===== src/hdl/hgec_pkg.sv =====
// ----------------------------------------------------------------------------
// hgec_pkg: shared definitions of the hand gesture event classifier
// Gesture codes, field widths, register indexes, reset values and the
// result record that travels from the classifier front end to the queue.
// ----------------------------------------------------------------------------
package hgec_pkg;

   localparam int DEFAULT_TRAJ_DEPTH = 12;

   localparam int COORD_W   = 11;
   localparam int FINGER_W  = 3;
   localparam int AREA_W    = 17;
   localparam int ELAPSED_W = 10;
   localparam int GESTURE_W = 3;
   localparam int MS_W      = 16;
   localparam int THR_W     = 8;
   localparam int CSR_IDX_W = 1;
   localparam int CSR_DATA_W = 16;

   localparam logic [GESTURE_W-1:0] G_NONE  = 3'd0;
   localparam logic [GESTURE_W-1:0] G_LEFT  = 3'd1;
   localparam logic [GESTURE_W-1:0] G_RIGHT = 3'd2;
   localparam logic [GESTURE_W-1:0] G_UP    = 3'd3;
   localparam logic [GESTURE_W-1:0] G_DOWN  = 3'd4;
   localparam logic [GESTURE_W-1:0] G_OPEN  = 3'd5;
   localparam logic [GESTURE_W-1:0] G_FIST  = 3'd6;

   localparam logic [CSR_IDX_W-1:0] CSR_SWIPE_MIN_DISTANCE = 1'b0;
   localparam logic [CSR_IDX_W-1:0] CSR_COOLDOWN_MS        = 1'b1;

   localparam logic [THR_W-1:0]   RESET_SWIPE_MIN_DISTANCE = 8'd80;
   localparam logic [2*THR_W-1:0] RESET_SWIPE_MIN_SQ       = 16'd6400;
   localparam logic [MS_W-1:0]    RESET_COOLDOWN_MS        = 16'd600;
   localparam logic [MS_W-1:0]    RESET_SINCE_MS           = 16'd10000;

   localparam int MIN_SWIPE_POINTS = 4;

   typedef struct packed {
      logic [GESTURE_W-1:0] gesture;
      logic [GESTURE_W-1:0] latched_gesture;
   } result_type;

endpackage


===== src/hdl/hgec_front.sv =====
// ----------------------------------------------------------------------------
// hgec_front: request intake and gesture decision
// Holds the centre window, the cooldown counter, the latched gesture and the
// configuration registers, and turns each accepted request into one result.
// ----------------------------------------------------------------------------
module hgec_front #(
   parameter int TRAJ_DEPTH = hgec_pkg::DEFAULT_TRAJ_DEPTH
) (
   input  logic                              clock,
   input  logic                              reset,
   input  logic                              accept,
   input  logic                              hand_present,
   input  logic [hgec_pkg::COORD_W-1:0]      center_x,
   input  logic [hgec_pkg::COORD_W-1:0]      center_y,
   input  logic [hgec_pkg::FINGER_W-1:0]     finger_count,
   input  logic [hgec_pkg::AREA_W-1:0]       blob_area,
   input  logic [hgec_pkg::AREA_W-1:0]       hull_area,
   input  logic [hgec_pkg::ELAPSED_W-1:0]    elapsed_ms,
   input  logic                              csr_write,
   input  logic [hgec_pkg::CSR_IDX_W-1:0]    csr_index,
   input  logic [hgec_pkg::CSR_DATA_W-1:0]   csr_data,
   output hgec_pkg::result_type              result
);
   import hgec_pkg::*;

   localparam int IDX_W = $clog2(TRAJ_DEPTH);
   localparam int CNT_W = $clog2(TRAJ_DEPTH + 1);
   localparam logic [IDX_W-1:0] IDX_LAST = IDX_W'(TRAJ_DEPTH - 1);
   localparam logic [CNT_W-1:0] CNT_FULL = CNT_W'(TRAJ_DEPTH);
   localparam logic [CNT_W-1:0] CNT_MIN  = CNT_W'(MIN_SWIPE_POINTS);

   logic [COORD_W-1:0] path_x_ff [TRAJ_DEPTH];
   logic [COORD_W-1:0] path_y_ff [TRAJ_DEPTH];

   logic [CNT_W-1:0]     count_ff, count_in;
   logic [IDX_W-1:0]     head_ff, head_in;
   logic [IDX_W-1:0]     tail_ff, tail_in;
   logic [MS_W-1:0]      since_ff, since_in;
   logic [GESTURE_W-1:0] latched_ff, latched_in;
   logic [2*THR_W-1:0]   thr_sq_ff;
   logic [MS_W-1:0]      cooldown_ff;

   logic [2*THR_W-1:0]   thr_sq_new;
   logic [MS_W:0]        since_sum;
   logic [MS_W-1:0]      since_sat;
   logic [CNT_W-1:0]     push_count;
   logic [IDX_W-1:0]     push_tail;
   logic [IDX_W-1:0]     head_next;
   logic [IDX_W-1:0]     tail_next;
   logic [COORD_W-1:0]   old_x, old_y;
   logic signed [COORD_W:0] dx, dy, ndx, ndy;
   logic [COORD_W-1:0]   dx_mag, dy_mag;
   logic [2*COORD_W-1:0] dx_sq, dy_sq;
   logic [2*COORD_W:0]   dist_sq;
   logic [GESTURE_W-1:0] swipe, pose, found, gesture;
   logic [AREA_W+4:0]    area_25, hull_18;
   logic                 expired;

   assign thr_sq_new = csr_data[THR_W-1:0] * csr_data[THR_W-1:0];

   // Window bookkeeping for a push of the current centre.
   assign head_next  = (head_ff == IDX_LAST) ? '0 : head_ff + 1'b1;
   assign tail_next  = (tail_ff == IDX_LAST) ? '0 : tail_ff + 1'b1;
   assign push_count = (count_ff == CNT_FULL) ? count_ff : count_ff + 1'b1;
   assign push_tail  = (count_ff == CNT_FULL) ? tail_next : tail_ff;

   assign since_sum = {1'b0, since_ff} + (MS_W + 1)'(elapsed_ms);
   assign since_sat = since_sum[MS_W] ? '1 : since_sum[MS_W-1:0];
   assign expired   = since_sat >= cooldown_ff;

   // The newest point is the incoming centre; the oldest is read at the tail.
   assign old_x = path_x_ff[push_tail];
   assign old_y = path_y_ff[push_tail];
   assign dx  = $signed({1'b0, center_x}) - $signed({1'b0, old_x});
   assign dy  = $signed({1'b0, center_y}) - $signed({1'b0, old_y});
   assign ndx = -dx;
   assign ndy = -dy;
   assign dx_mag = dx[COORD_W] ? ndx[COORD_W-1:0] : dx[COORD_W-1:0];
   assign dy_mag = dy[COORD_W] ? ndy[COORD_W-1:0] : dy[COORD_W-1:0];
   assign dx_sq  = dx_mag * dx_mag;
   assign dy_sq  = dy_mag * dy_mag;
   assign dist_sq = (2*COORD_W + 1)'(dx_sq) + (2*COORD_W + 1)'(dy_sq);

   always_comb begin
      swipe = G_NONE;
      if (push_count >= CNT_MIN && dist_sq >= (2*COORD_W + 1)'(thr_sq_ff)) begin
         priority if (dx == 0 && dy == 0) begin
            swipe = G_RIGHT;
         end else if (dx > 0 && dy >= ndx && dy < dx) begin
            swipe = G_RIGHT;
         end else if (dy >= dx && dy > ndx) begin
            swipe = G_DOWN;
         end else if (dy <= dx && dy < ndx) begin
            swipe = G_UP;
         end else begin
            swipe = G_LEFT;
         end
      end
   end

   // Fist test blob*25 > hull*18, built from shifts and adds.
   assign area_25 = (AREA_W + 5)'({blob_area, 4'b0}) + (AREA_W + 5)'({blob_area, 3'b0})
                  + (AREA_W + 5)'(blob_area);
   assign hull_18 = (AREA_W + 5)'({hull_area, 4'b0}) + (AREA_W + 5)'({hull_area, 1'b0});

   always_comb begin
      priority if (finger_count >= FINGER_W'(4)) begin
         pose = G_OPEN;
      end else if (finger_count == '0 && area_25 > hull_18) begin
         pose = G_FIST;
      end else begin
         pose = G_NONE;
      end
   end

   assign found = (swipe != G_NONE) ? swipe : pose;

   always_comb begin
      count_in   = count_ff;
      head_in    = head_ff;
      tail_in    = tail_ff;
      since_in   = since_ff;
      latched_in = latched_ff;
      gesture    = G_NONE;
      if (accept) begin
         since_in = since_sat;
         if (!hand_present) begin
            count_in = '0;
            head_in  = '0;
            tail_in  = '0;
         end else begin
            count_in = push_count;
            head_in  = head_next;
            tail_in  = push_tail;
            if (expired) begin
               if (found != G_NONE) begin
                  if (!(found == latched_ff && (found == G_OPEN || found == G_FIST))) begin
                     since_in   = '0;
                     latched_in = found;
                     count_in   = '0;
                     head_in    = '0;
                     tail_in    = '0;
                     gesture    = found;
                  end
               end else if (finger_count >= FINGER_W'(1) && finger_count <= FINGER_W'(3)) begin
                  latched_in = G_NONE;
               end
            end
         end
      end
   end

   assign result.gesture         = gesture;
   assign result.latched_gesture = latched_in;

   always_ff @(posedge clock) begin
      if (reset) begin
         count_ff    <= '0;
         head_ff     <= '0;
         tail_ff     <= '0;
         since_ff    <= RESET_SINCE_MS;
         latched_ff  <= G_NONE;
         thr_sq_ff   <= RESET_SWIPE_MIN_SQ;
         cooldown_ff <= RESET_COOLDOWN_MS;
      end else begin
         count_ff   <= count_in;
         head_ff    <= head_in;
         tail_ff    <= tail_in;
         since_ff   <= since_in;
         latched_ff <= latched_in;
         if (csr_write) begin
            unique case (csr_index)
               CSR_SWIPE_MIN_DISTANCE: thr_sq_ff   <= thr_sq_new;
               CSR_COOLDOWN_MS:        cooldown_ff <= csr_data[MS_W-1:0];
               default:                thr_sq_ff   <= thr_sq_ff;
            endcase
         end
      end
   end

   always_ff @(posedge clock) begin
      if (accept && hand_present) begin
         path_x_ff[head_ff] <= center_x;
         path_y_ff[head_ff] <= center_y;
      end
   end

endmodule


===== src/hdl/hgec_queue.sv =====
// ----------------------------------------------------------------------------
// hgec_queue: two-entry result queue
// Decouples the decision front end from the response channel so either side
// can stall without stopping the other.
// ----------------------------------------------------------------------------
module hgec_queue (
   input  logic                 clock,
   input  logic                 reset,
   input  logic                 push,
   input  hgec_pkg::result_type push_data,
   output logic                 full,
   output logic                 out_valid,
   input  logic                 out_stall,
   output hgec_pkg::result_type out_data
);
   import hgec_pkg::*;

   result_type  entry_ff [2];
   logic        rd_ff, rd_in;
   logic        wr_ff, wr_in;
   logic [1:0]  fill_ff, fill_in;
   logic        pop;

   assign out_valid = fill_ff != 2'd0;
   assign full      = fill_ff == 2'd2;
   assign out_data  = entry_ff[rd_ff];
   assign pop       = out_valid && !out_stall;

   always_comb begin
      rd_in   = pop  ? ~rd_ff : rd_ff;
      wr_in   = push ? ~wr_ff : wr_ff;
      fill_in = fill_ff + {1'b0, push} - {1'b0, pop};
   end

   always_ff @(posedge clock) begin
      if (reset) begin
         rd_ff   <= 1'b0;
         wr_ff   <= 1'b0;
         fill_ff <= 2'd0;
      end else begin
         rd_ff   <= rd_in;
         wr_ff   <= wr_in;
         fill_ff <= fill_in;
      end
   end

   always_ff @(posedge clock) begin
      if (push) begin
         entry_ff[wr_ff] <= push_data;
      end
   end

endmodule


===== src/hdl/hand_gesture_event_classifier_top.sv =====
// ----------------------------------------------------------------------------
// hand_gesture_event_classifier_top: per-frame hand report to gesture code
// Front end keeps the centre window, cooldown and latched gesture and decides
// one gesture per request; a two-entry queue carries results to the output.
// ----------------------------------------------------------------------------
//
//   Channel  Direction  Handshake            Payload
//   req      in         req_valid/req_stall  hand report fields
//   rsp      out        rsp_valid/rsp_stall  gesture, latched_gesture
//   csr      in         csr_write            csr_index, csr_data
//
// A request is decided in the cycle it is accepted, so one request per cycle
// is taken unless the queue is full; its response is queued behind any earlier
// ones. The rate is set by the window update and swipe test in the front end.
// Reset is synchronous and active high; it restores register defaults, empties
// the window and the queue. The request side stalls only while both queue
// entries hold responses not yet taken.
//
module hand_gesture_event_classifier_top #(
   parameter int TRAJ_DEPTH = hgec_pkg::DEFAULT_TRAJ_DEPTH
) (
   input  logic                              clock,
   input  logic                              reset,
   input  logic                              req_valid,
   output logic                              req_stall,
   input  logic                              req_hand_present,
   input  logic [hgec_pkg::COORD_W-1:0]      req_center_x,
   input  logic [hgec_pkg::COORD_W-1:0]      req_center_y,
   input  logic [hgec_pkg::FINGER_W-1:0]     req_finger_count,
   input  logic [hgec_pkg::AREA_W-1:0]       req_blob_area,
   input  logic [hgec_pkg::AREA_W-1:0]       req_hull_area,
   input  logic [hgec_pkg::ELAPSED_W-1:0]    req_elapsed_ms,
   output logic                              rsp_valid,
   input  logic                              rsp_stall,
   output logic [hgec_pkg::GESTURE_W-1:0]    rsp_gesture,
   output logic [hgec_pkg::GESTURE_W-1:0]    rsp_latched_gesture,
   input  logic                              csr_write,
   input  logic [hgec_pkg::CSR_IDX_W-1:0]    csr_index,
   input  logic [hgec_pkg::CSR_DATA_W-1:0]   csr_data
);
   import hgec_pkg::*;

   logic       accept;
   logic       queue_full;
   result_type front_result;
   result_type queue_result;

   // The front end may take a request whenever the queue has a free entry.
   assign req_stall = queue_full;
   assign accept    = req_valid && !queue_full;

   hgec_front #(
      .TRAJ_DEPTH(TRAJ_DEPTH)
   ) u_front (
      .clock        (clock),
      .reset        (reset),
      .accept       (accept),
      .hand_present (req_hand_present),
      .center_x     (req_center_x),
      .center_y     (req_center_y),
      .finger_count (req_finger_count),
      .blob_area    (req_blob_area),
      .hull_area    (req_hull_area),
      .elapsed_ms   (req_elapsed_ms),
      .csr_write    (csr_write),
      .csr_index    (csr_index),
      .csr_data     (csr_data),
      .result       (front_result)
   );

   // Every accepted request produces exactly one response entry.
   hgec_queue u_queue (
      .clock     (clock),
      .reset     (reset),
      .push      (accept),
      .push_data (front_result),
      .full      (queue_full),
      .out_valid (rsp_valid),
      .out_stall (rsp_stall),
      .out_data  (queue_result)
   );

   assign rsp_gesture         = queue_result.gesture;
   assign rsp_latched_gesture = queue_result.latched_gesture;

endmodule

===== config.mk =====
export PLATFORM = sky130hd
export DESIGN_NAME = hand_gesture_event_classifier_top
export DESIGN_NICKNAME = d
export VERILOG_FILES = /design/src/hdl/hgec_pkg.sv /design/src/hdl/hgec_front.sv /design/src/hdl/hgec_queue.sv /design/src/hdl/hand_gesture_event_classifier_top.sv
export SDC_FILE = /design/constraint.sdc
export NUM_CORES = 1
export LEC_CHECK = 0
export BUFFER_PORTS_ARGS = -buffer_cell sky130_fd_sc_hd__buf_2
export CAP_MARGIN = 20
export CORE_MARGIN = 3
export CORE_UTILIZATION = 45
export DETAILED_ROUTE_END_ITERATION = 6
export PLACE_DENSITY = 0.65
export SYNTH_ARGS = -nofsm -noshare
export SYNTH_HDL_FRONTEND = slang
export SYNTH_HIERARCHICAL = 1
export SYNTH_SLANG_ARGS = --single-unit

===== constraint.sdc =====
create_clock -name clock -period 41.4 [get_ports clock]
set_input_delay 2.07 -clock clock [delete_from_list [all_inputs] [get_ports clock]]
set_output_delay 2.07 -clock clock [all_outputs]
set_load 0.01 [all_outputs]

==> out/metrics.csv <==
metric,value,unit
via_count,18560,
avgViaCountPerCell,5.483,
synth_area_leader_cell,sky130_fd_sc_hd__edfxtp_1,
critical_path_required,41.87,ns
actual_transition_at_the_worst_max_transition_pin,0.9847,ns
synthArstFlopShare,0,%
synthesis.yosys.warnings,6,
die-height,251.8,um
syn_to_final_growth,10.11,%
drv_cap,0,
mapped_avg_cell_area,11.00,sq um
critPathCaptureType,flop,
initialDrtViolationCount,1228,
final-max-slew-violation-count,0,
floorplan.die_area,63410,sq um
fp.dieW,251.8,um
global_route_wire_length_before_repair,100300,um
syn_area,27190,sq um
n_antenna_cell,0,
synth.most_common_cell,sky130_fd_sc_hd__inv_1,
grt_pass1_vias,19760,
core-area,59350,sq um
antenna_found_initial,4,
critical_path_arrival,15.97,ns
final_nets,3161,
timing.setup.tns,0,ns
worstSetupPathType,flop to flop,
setup-violations-final,0,
cts_num_sinks,343,
synth_enable_flop_cells,276,
cts-hold-fix-buffers,0,
ys_seq_area_share,35.41,%
ios,100,
route.final.wire_length,60990,um
synth_commonest_cells,"sky130_fd_sc_hd__inv_1, sky130_fd_sc_hd__edfxtp_1, sky130_fd_sc_hd__ha_1",
drt-wirelength-per-cell,18.02,um
post-synth-top-area-fraction,30.48,%
final.period_utilization,37.44,%
pre_cts_slack,25.97,ns
clkSlewWorstSetupHoldPaths,0.06,ns
timing.critical_path.fanout_max,42,
cts-buffers-inserted,37,
hpwlAfterDp,45940,um
rows,89,
num-fill-cells,5245,
drt_first_pass_iters,5,
ys_ff_latch,343,
worst_path_largest_cell_delay,0.78,ns
multi_input_area,15830,sq um
ctsRootBufferMaster,sky130_fd_sc_hd__clkbuf_16,
grt_setup_unrepaired,false,
floorplan.initialDensity,45.81,%
postLayoutCellArea,29940,sq um
final.min_clock_period,15.50,ns
slew_headroom,34.36,%
globalplace.congestion,0.9235,
cp_slowest_cell,sky130_fd_sc_hd__a21oi_1,
tritoncts,done,
synth_area_leaders,"sky130_fd_sc_hd__edfxtp_1, sky130_fd_sc_hd__fa_1, sky130_fd_sc_hd__ha_1",
postSynthNetCount,3050,
hold_violations,0,
setup_slack,25.90,ns
yosys_most_used_dff,sky130_fd_sc_hd__edfxtp_1,
run_status,"finished, final reports clean",
groute.usage.overall,19.58,%
min_path_type,flop to flop,
placement.cell_area,28710,sq um
max_freq,0.06452,GHz
syn-instance-count,2472,
ctsResizeCount,0,
worst_path_most_repeated_cell,sky130_fd_sc_hd__inv_1,
route.detailed.drc,0,
final_layout_size_suffix_gt1_share,10.65,%
seq_area,9629,sq um
grt-ovfl-total,0,
critical_path.startpoint_type,flop,
synth.lib_cells_used.distinct,78,
r2r_slack,25.90,ns
clk_path_buf_depth,3,
grt_max_degree,54,
clock_skew,0.01528,ns
antenna_violating_nets_post_route,0,
cts_post_setup_buffers_inserted,0,
clock_insertion_delay_worst_skew,0.53,ns
clock_tree.htree_level_count,2,
number_of_buffers_added_on_ports,99,
-- metal layers --
layer,vias to the layer above,global-route usage (%),part of all wire (%)
li1,8729,-,-
met4,4,5.405,2.5
met1,9335,24.56,42
met5,-,0,0.038
met3,108,2.412,4.1
met2,380,35.73,51
-- through the flow --
step	hold slack, ns	util (%)	instances
6_report	0.4530	50.45	3384
2_1_floorplan	0.4319	-	2472
4_1_cts	0.4551	50.45	3384
5_1_grt	0.4784	50.45	3384
3_5_place_dp	0.4487	48.38	3317
3_3_place_gp	0.4453	48.36	3316
-- layout by cell type, fill, tap and decap left out, types with 8 or more instances in the layout --
master                        n
sky130_fd_sc_hd__a211o_1     10
sky130_fd_sc_hd__a211oi_1    13
sky130_fd_sc_hd__a21o_1      41
sky130_fd_sc_hd__a21oi_1    132
sky130_fd_sc_hd__a22o_1      15
sky130_fd_sc_hd__a31oi_1     11
sky130_fd_sc_hd__and2_1      37
sky130_fd_sc_hd__and3_1      12
sky130_fd_sc_hd__buf_2       99
sky130_fd_sc_hd__buf_4       29
sky130_fd_sc_hd__clkbuf_16   37
sky130_fd_sc_hd__clkinv_1     9
sky130_fd_sc_hd__clkinv_2     9
sky130_fd_sc_hd__dfxtp_1     67
sky130_fd_sc_hd__edfxtp_1   276
sky130_fd_sc_hd__fa_1       212
sky130_fd_sc_hd__ha_1       274
sky130_fd_sc_hd__inv_1      409
sky130_fd_sc_hd__mux2_1       8
sky130_fd_sc_hd__mux2i_1     26
sky130_fd_sc_hd__mux4_2      66
sky130_fd_sc_hd__nand2_1    181
sky130_fd_sc_hd__nand2b_1    21
sky130_fd_sc_hd__nand3_1     38
sky130_fd_sc_hd__nand4_1     13
sky130_fd_sc_hd__nor2_1     155
sky130_fd_sc_hd__nor2b_1     33
sky130_fd_sc_hd__nor3_1      27
sky130_fd_sc_hd__o211ai_1    14
sky130_fd_sc_hd__o21a_1      23
sky130_fd_sc_hd__o21ai_0     54
sky130_fd_sc_hd__o21bai_1    10
sky130_fd_sc_hd__or3_1       11
sky130_fd_sc_hd__xnor2_1     73
sky130_fd_sc_hd__xor2_1      38
-- logic make-up after synthesis --
family / after synthesis / share of synthesized area, %
simple gates: 562 / 9.769
mux: 104 / 6.916
flops: 343 / 35.41
xor+xnor: 112 / 3.658
buf+inv: 473 / 6.566
fa+ha+maj: 486 / 28.22
compound gates: 392 / 9.465
-- state kept, by name (all words and copies together) (netlist names), named ones only --
signal               cells
u_front/cooldown_ff     16
u_front/count_ff         4
u_front/head_ff          4
u_front/latched_ff       3
u_front/path_x_ff      132
u_front/path_y_ff      132
u_front/since_ff        16
u_front/tail_ff          4
u_front/thr_sq_ff       15
u_queue/entry_ff        12
u_queue/fill_ff          2
u_queue/rd_ff            1
u_queue/wr_ff            1
-- final timing paths --
kind | from | end | depth (start not counted)
max | u_front/count_ff[0] | u_front/since_ff[11] | 55
min | u_front/thr_sq_ff[6] | u_front/thr_sq_ff[6] | 2
max reg2reg | u_front/count_ff[0] | u_front/since_ff[11] | 55
min reg2reg | u_front/thr_sq_ff[6] | u_front/thr_sq_ff[6] | 2
-- critical path: cells and delay by family (launching register included) --
kind	cells	cell delay (ns)
adders and majority gates	11	4.44
and+or+nand+nor	9	1.85
xor gates and xnor gates	2	0.62
DFF	1	0.41
muxes	2	0.74
buffers and inverters	12	2.61
AOI/OAI and AO/OA	19	4.71
-- area by class of cell --
cell class,instances,share of cell area (%)
well taps,773,3.230
flip-flops and latches,343,32.16
inverters,416,5.215
multi-input cells,1656,52.87
clock inverters,24,0.9319
clock buffers,43,3.168
repair buffers,129,2.420
Power is left out: the tool's default activity adds up to more than one toggle a clock period on the data nets, which glitch-free logic cannot reach.
